`src/bpa_pkg.sv`:
```
// Shared constants and types for the bitmap page allocator.
package bpa_pkg;

  localparam int NumPages  = 4096;
  localparam int WordBits  = 64;
  localparam int NumWords  = NumPages / WordBits;
  localparam int PageW     = 12;
  localparam int LenW      = 13;
  localparam int WordIdxW  = 6;
  localparam int BitIdxW   = 6;
  localparam int CountMax  = 8191;
  localparam int QDepth    = 2;

  localparam logic FuncAlloc = 1'b0;
  localparam logic FuncFree  = 1'b1;

  // One classified request between front and back.
  typedef struct packed {
    logic             is_free;
    logic             skip;      // free at page 0: no effect, ok = 0
    logic [LenW-1:0]  len;
    logic [PageW-1:0] start;
  } req_t;

  typedef struct packed {
    logic             ok;
    logic [PageW-1:0] first_page;
    logic [LenW-1:0]  pages_in_use;
  } rsp_t;

endpackage

```
`src/bpa_front.sv`:
```
// Front part: accepts input transfers, classifies them and queues them.
module bpa_front (
  input  logic               clk,
  input  logic               rst_n,
  input  logic               in_valid,
  output logic               in_ready,
  input  logic               func,
  input  logic [12:0]        run_length,
  input  logic [11:0]        free_page,
  output logic               q_valid,
  input  logic               q_pop,
  output bpa_pkg::req_t      q_head
);

  bpa_pkg::req_t q_mem_r [bpa_pkg::QDepth];
  logic          wp_r, rp_r;
  logic [1:0]    cnt_r;
  bpa_pkg::req_t req_in;
  logic          push;

  always_comb begin
    req_in.is_free = (func == bpa_pkg::FuncFree);
    req_in.skip    = (func == bpa_pkg::FuncFree) && (free_page == '0);
    req_in.len     = run_length;
    req_in.start   = free_page;
  end

  assign in_ready = (cnt_r != 2'd2);
  assign push     = in_valid && in_ready;
  assign q_valid  = (cnt_r != 2'd0);
  assign q_head   = q_mem_r[rp_r];

  always_ff @(posedge clk) begin
    if (push) begin
      q_mem_r[wp_r] <= req_in;
    end
  end

  always_ff @(posedge clk) begin
    if (!rst_n) begin
      wp_r  <= 1'b0;
      rp_r  <= 1'b0;
      cnt_r <= 2'd0;
    end else begin
      if (push) wp_r <= ~wp_r;
      if (q_pop) rp_r <= ~rp_r;
      cnt_r <= cnt_r + {1'b0, push} - {1'b0, q_pop};
    end
  end

  assert property (@(posedge clk) disable iff (!rst_n) cnt_r <= 2'd2)
    else $error("queue count overflow");
  assert property (@(posedge clk) disable iff (!rst_n) q_pop |-> q_valid)
    else $error("pop from empty queue");
  assert property (@(posedge clk) disable iff (!rst_n)
    (push && !q_pop) |=> cnt_r == $past(cnt_r) + 2'd1)
    else $error("queue count not advanced");

endmodule

```
`config.mk`:
```
export PLATFORM = sky130hd
export DESIGN_NAME = bpa_front
export DESIGN_NICKNAME = d
export VERILOG_FILES = /design/src/bpa_pkg.sv /design/src/bpa_front.sv
export SDC_FILE = /design/constraint.sdc
export NUM_CORES = 1
export LEC_CHECK = 0
export ABC_AREA = 1
export BUFFER_PORTS_ARGS = -buffer_cell sky130_fd_sc_hd__buf_2
export CORE_MARGIN = 5
export CORE_UTILIZATION = 52
export CTS_BUF_LIST = sky130_fd_sc_hd__clkbuf_16
export DETAILED_ROUTE_END_ITERATION = 8
export PLACE_DENSITY = 0.79
export SLEW_MARGIN = 0
export SYNTH_ARGS = -nofsm -noshare
export SYNTH_HDL_FRONTEND = slang
export SYNTH_SLANG_ARGS = --single-unit
```
`constraint.sdc`:
```
create_clock -name clk -period 2.7 [get_ports clk]
set_input_delay 0.135 -clock clk [delete_from_list [all_inputs] [get_ports clk]]
set_output_delay 0.135 -clock clk [all_outputs]
set_load 0.01 [all_outputs]
```
==> metrics, run 1 <==
outcome complete, no violations; Synth top area share 70.2%; DR DRC count 0; Synth area leader edfxtp_1; CP arrival 1740 ps; HPWL after DPL 2810 µm; Mapped Avg Cell Area 18.3 µm²; H-tree levels 3; die footprint 0.00588 mm²; clock network fraction of total power 42.0%; # diodes 0; family with the most delay on the worst path flip-flops; synth top area cells edfxtp_1, mux2_4, dfxtp_1; worst-margin pin slew 816 ps; CTS tree yes; CTS sink cnt 59; Startpoint Class flop; total CTS buffers 9; Via density 4.95; largest net degree at the start of global routing 28; Post-layout nets 232; Distinct cells, synth 14; initial antenna violation count 0; Initial DRC Count 53; WP buf/inv 1; Die Height 76.7 µm; period utilisation layout 69.6%; Worst Path Max Fanout 27; Inst Count DP 237; crit path kind flop to primary output; unrepaired setup endpoints after global routing false; FMAX 532 MHz; Slew Limit Fails 0; worst path cell trace mux2_2, buf_2; Buffers on Ports 58; worst slack, placed 1130 ps; Worst path depth 2; Slew headroom 45.6%; Std-Cell Rows 24; total grt overflow 0; Starting Density 53.4%; Post-CTS Setup Bufs 0; Setup crit end q_head[0]; hold-critical path depth 1; number of synthesized register bits 59; static leakage power 1.23 nW; CTS Hold Bufs 3; clock latency on the worst-skew pair 320 ps; most frequent cells in the layout buf_2, edfxtp_1, mux2_4; 1st-pass router iterations 4; PnR worst setup slack 821 ps; FF-to-FF Start cnt_r[0]; YS warnings 0; Post-DRT Antenna Nets 0; final total power 2.45 mW; vias in the first global route 1363; via count 1276; HP Class primary input to flop; Placeable Area 0.00432 mm²; CTS clk-pin slew, worst paths 50 ps; switching power 0.520 mW; post-route setup TNS 0 ps; deepest clock path buffer count 2; most common cell after layout, fill and taps aside buf_2; skew final 5.27 ps; drt wl/cell 15.5 µm; I/O Pins 59; clk root buf clkbuf_16; net count after synthesis 157; synthesized area 0.00231 mm²; Final Critical Period 1880 ps; Layout area overhead 28.9%; maxcap violations 0; Pwr Density 822 mW/mm²; die width 76.7 µm; GRT Overall Usage 14.6%; crit end category primary output; reg2reg setup slack 1140 ps; Final Wtd Congestion 0.665; Hold WS 15.4 ps; reg2reg end cnt_r[1]; Setup-failing EPs final 0; Final Hold Viols 0; worst vdd rail ir drop 0.000644 V; first-pass GRT wire length 6490 µm; Post-Syn Instances 126; crit-path max cell delay 850 ps; Detailed Route WL 4010 µm; post_cts resized 0; R2R depth 10; Sw Share 21.2%; post-synthesis sequential area ratio 74.5%; fin cells 258; CP max-delay cell dfxtp_2; combinational share of power 11.9%; layout cells sized above 1 49.5%; sequential share of power 46.1%; Internal 1.93 mW; Req. time, crit path 2570 ps
-- worst min path at each step --
stage / startpoint / endpoint
after global placement: run_length[11] / q_mem_r[1][23]
after CTS: run_length[7] / q_mem_r[0][19]
after detailed placement: run_length[11] / q_mem_r[0][23]
after floorplan: rst_n / cnt_r[0]
after global routing: run_length[0] / q_mem_r[1][12]
final: run_length[8] / q_mem_r[1][20]
-- synthesized netlist by cell type --
master and count:
edfxtp_1 54, buf_6 1, buf_12 2, nor2_1 14, dfxtp_1 5, nand4_1 1, ha_1 1, a21oi_1 1
mux2_2 7, xnor2_1 1, inv_1 5, mux2_4 20, nand3_1 2, nand2_1 12
-- per-layer routing --
layer  GRT usage [%]  vias up  part of all wire (%)
met3            7.85        9                   8.3
met2            23.9       56                    52
met5               0        -                     0
met4            6.82        0                   2.5
li1                -      614                     -
met1            15.4      597                    37
-- kinds of logic (layout without fill, tap and decap cells) --
kind of cell	after synthesis	after routing	share of synthesized area, %
xor+xnor	1	1	0.379
flops	59	59	74.5
fa+ha+maj	1	1	0.541
simple gates	29	29	4.93
buf+inv	8	88	3.03
compound gates	1	1	0.216
mux	27	27	16.4
-- power by group through the flow --
| stage | registers (mW) | logic [mW] | clock network [mW] |
|---|---|---|---|
| 2_1_floorplan | 1.13 | 0.194 | 0 |
| 3_3_place_gp | 1.14 | 0.277 | 0 |
| 3_5_place_dp | 1.15 | 0.288 | 0 |
| 4_1_cts | 1.13 | 0.293 | 1.06 |
| 5_1_grt | 1.14 | 0.316 | 1.11 |
| 6_report | 1.13 | 0.290 | 1.03 |
-- registers in the layout, indices dropped and copies added, names as in the netlist, named ones only --
name,cells
q_mem_r,54
cnt_r,2
rp_r,1
wp_r,1
-- through the flow --
stage | instance area, µm² | util (%)
after floorplan | 2310 | -
after global placement | 2650 | 61.3
after detailed placement | 2650 | 61.3
after CTS | 2960 | 68.4
after global routing | 2980 | 68.9
final | 2980 | 68.9
-- area by class of cell --
class / count / area, µm²
flip-flops and latches: 59 / 1720
well taps: 52 / 65.1
clock inverters: 7 / 52.6
multi-input cells: 59 / 524
fillers: 302 / 1350
clock buffers: 9 / 225
repair buffers: 67 / 370
inverters: 5 / 18.8
Power figures use the tool's default switching activity.
==> inputs of run 2 (changes only) <==
--- a/config.mk
+++ b/config.mk
@@ -5,13 +5,13 @@
 export SDC_FILE = /design/constraint.sdc
 export NUM_CORES = 1
 export LEC_CHECK = 0
-export ABC_AREA = 1
+export ABC_AREA = 0
 export BUFFER_PORTS_ARGS = -buffer_cell sky130_fd_sc_hd__buf_2
 export CORE_MARGIN = 5
-export CORE_UTILIZATION = 52
+export CORE_UTILIZATION = 51
 export CTS_BUF_LIST = sky130_fd_sc_hd__clkbuf_16
 export DETAILED_ROUTE_END_ITERATION = 8
-export PLACE_DENSITY = 0.79
+export PLACE_DENSITY = 0.78
 export SLEW_MARGIN = 0
 export SYNTH_ARGS = -nofsm -noshare
 export SYNTH_HDL_FRONTEND = slang
==> constraint.sdc (replaced) <==
create_clock -name clk -period 1.76 [get_ports clk]
set_input_delay 0.088 -clock clk [delete_from_list [all_inputs] [get_ports clk]]
set_output_delay 0.088 -clock clk [all_outputs]
set_load 0.01 [all_outputs]
==> metrics, run 2 <==
outcome complete, no violations; mux contribution to synthesized area 14.0% (-2.4 points); unrepaired setup endpoints after global routing false; Synth Flop Type edfxtp_1; post_cts resized 0 (unchanged); Die Height 76.4 µm (-0.33%); H-tree levels 3 (unchanged); clock latency on the worst-skew pair 320 ps (about the same); CTS tree yes; initial antenna violation count 0 (unchanged); max reg flops 54 (unchanged); Detailed Route WL 4800 µm (+20%); Starting Density 52.0% (-1.4 points); GRT met1 Usage 19.3% (+3.8 points); GRT Overall Usage 18.1% (+3.5 points); Final Critical Period 1600 ps; CTS sink cnt 59 (unchanged); Synth Area in Adders 0.556% (+0.015 points); simple logic cell fraction of the synthesized area 5.12% (+0.19 points); skew final 4.07 ps (-1.20 ps); DR DRC count 0 (unchanged); Synth area leader edfxtp_1; Layout area overhead 39.7%; first-pass GRT wire length 7990 µm (+23%); xor/xnor share of the synthesized area 0.779% (+0.40 points); PnR worst setup slack 160 ps (-661 ps); CTS Hold Bufs 26 (+23); asr flop ratio synth 0% (unchanged); most used routing layer met2; number of synthesized register bits 59 (unchanged); area of the multi-input gates 500 µm² (-4.5%); Pwr Density 1170 mW/mm² (+42%); Compound-Gate Fraction of Synth Area 1.84% (+1.6 points); synth top area cells edfxtp_1, mux2_2, dfxtp_1; post-synthesis sequential area ratio 76.5% (+2.0 points); crit path kind flop to flop; YS warnings 0 (unchanged); I/O Pins 59 (unchanged); Post-CTS Setup Bufs 0 (unchanged); layout cells sized above 1 47.7% (-1.8 points); Reg area 0.00172 mm² (about the same); Final Hold Viols 0 (unchanged); die footprint 0.00584 mm² (-0.65%); Req. time, crit path 1960 ps (-610 ps); Slew headroom 73.5% (+28 points); 1st-pass router iterations 4 (unchanged); crit end category flop; clk root buf clkbuf_16; Std-Cell Rows 24 (unchanged); total CTS buffers 9 (unchanged); # diodes 0 (unchanged); maxcap violations 0 (unchanged); Filler cells 277 (-8.3%); worst slack, placed 173 ps (-958 ps); deepest clock path buffer count 2 (unchanged); Startpoint Class flop; period utilisation layout 90.9%; Buffers on Ports 58 (unchanged); most frequent cells in the layout buf_2, edfxtp_1, mux2_2; static leakage power 1.22 nW (-0.65%); synthesized area 0.00225 mm² (-2.7%); Synth top area share 72.1% (+1.9 points); vias in the first global route 1538 (+13%); worst vdd rail ir drop 0.000876 V (+36%); EDFF count, synth 54 (unchanged); Slew Limit Fails 0 (unchanged); Final Wtd Congestion 0.707 (+6.4%); CTS clk-pin slew, worst paths 50 ps (about the same); post-route setup TNS 0 ps (unchanged); Placeable Area 0.00432 mm² (unchanged); CP arrival 1800 ps (+60 ps); total grt overflow 0 (unchanged); biggest regs q_mem_r (54), cnt_r (2); met3 usage 7.09% (-0.75 points); Via density 5.16 (+4.3%); fin util 72.7% (+3.8 points); R2R depth 7 (-3); worst-margin pin slew 392 ps (-424 ps); largest family of logic cells by synthesized area multiplexers; via count 1383 (+8.4%); Initial DRC Count 78 (+47%); Worst Path Max Fanout 5 (-81%); HP Class primary input to flop; most flop-heavy register q_mem_r; net count after synthesis 148 (-5.7%); most common cell after layout, fill and taps aside buf_2; commonest cells in the netlist edfxtp_1, mux2_2, dfxtp_1; Distinct cells, synth 25 (+11); largest net degree at the start of global routing 28 (unchanged); Hold WS 87.9 ps (+72.5 ps); Setup-failing EPs final 0 (unchanged); Post-Syn Instances 117 (-7.1%); drt wl/cell 17.9 µm (+15%); HPWL after DPL 2840 µm (+1.0%); die width 76.4 µm (-0.33%); hold-critical path depth 2 (+1); Post-DRT Antenna Nets 0 (unchanged); global-route met2 utilization 31.8% (+8.0 points); cell with the most instances after synthesis edfxtp_1; Post-layout nets 243 (+4.7%); FMAX 625 MHz; Mapped Avg Cell Area 19.2 µm² (+4.8%)
-- run 2: changes by cell type in the layout (fill, tap and decap cells not counted), moves of 3 or more --
cell	previous run	this run
and2_1	0	3
nor2_1	12	0
mux2_2	7	27
buf_4	4	1
mux2_4	20	0
inv_1	8	3
nand2_1	12	3
dlygate4sd3_1	5	26
-- run 2: final timing paths --
| path | start | end | slack [ps] |
|---|---|---|---|
| worst min register to register | wp_r | wp_r | 610 |
| worst max-delay path | cnt_r[0] | cnt_r[1] | 160 |
| worst max register to register | cnt_r[0] | cnt_r[1] | 160 |
| worst min-delay path | rst_n | rp_r | 90 |
-- run 2: worst max-delay path, cell delays in order (launching register included) --
cell and delay (ps):
dfxtp_1 370, nand2b_1 200, nand2_1 90, xnor2_1 170, ha_1 230, nand3b_1 120, mux2i_1 70, a211o_1 230
-- run 2: layer usage --
layer | part of all wire (%) | vias to the layer above
li1 | - | 650
met1 | 38 | 683
met2 | 55 | 40
met3 | 5.5 | 10
met4 | 2.1 | 0
met5 | 0 | -
-- run 2: logic make-up (layout without fill, tap and decap cells) --
logic type / after synthesis / count (layout)
buffers and inverters: 5 / 104
muxes: 28 / 28
DFF: 59 / 59
AOI/OAI and AO/OA: 5 / 5
adders and majority gates: 1 / 1
and+or+nand+nor: 17 / 17
xor gates and xnor gates: 2 / 2
-- run 2: metrics by stage --
stage / area [µm²] / power [mW] / cells
after global routing: 3140 / 3.85 / 268
after detailed placement: 2630 / 2.22 / 227
final: 3140 / 3.68 / 268
after global placement: 2630 / 2.18 / 227
after CTS: 3140 / 3.72 / 268
after floorplan: 2250 / 2.00 / 117
-- run 2: layout make-up --
| type | instances | share of cell area, % |
|---|---|---|
| Sequential cell | 59 | 54.8 |
| Timing Repair Buffer | 87 | 19.0 |
| Multi-Input combinational cell | 53 | 15.9 |
| Clock buffer | 9 | 7.17 |
| Tap cell | 52 | 2.07 |
| Clock inverter | 6 | 0.796 |
| Inverter | 2 | 0.239 |
-- run 2: where the power goes --
part	switching (mW)	internal [mW]	leakage, nW
Sequential	0.0396	1.68	0.547
Combinational	0.260	0.263	0.548
Clock	0.530	0.913	0.129
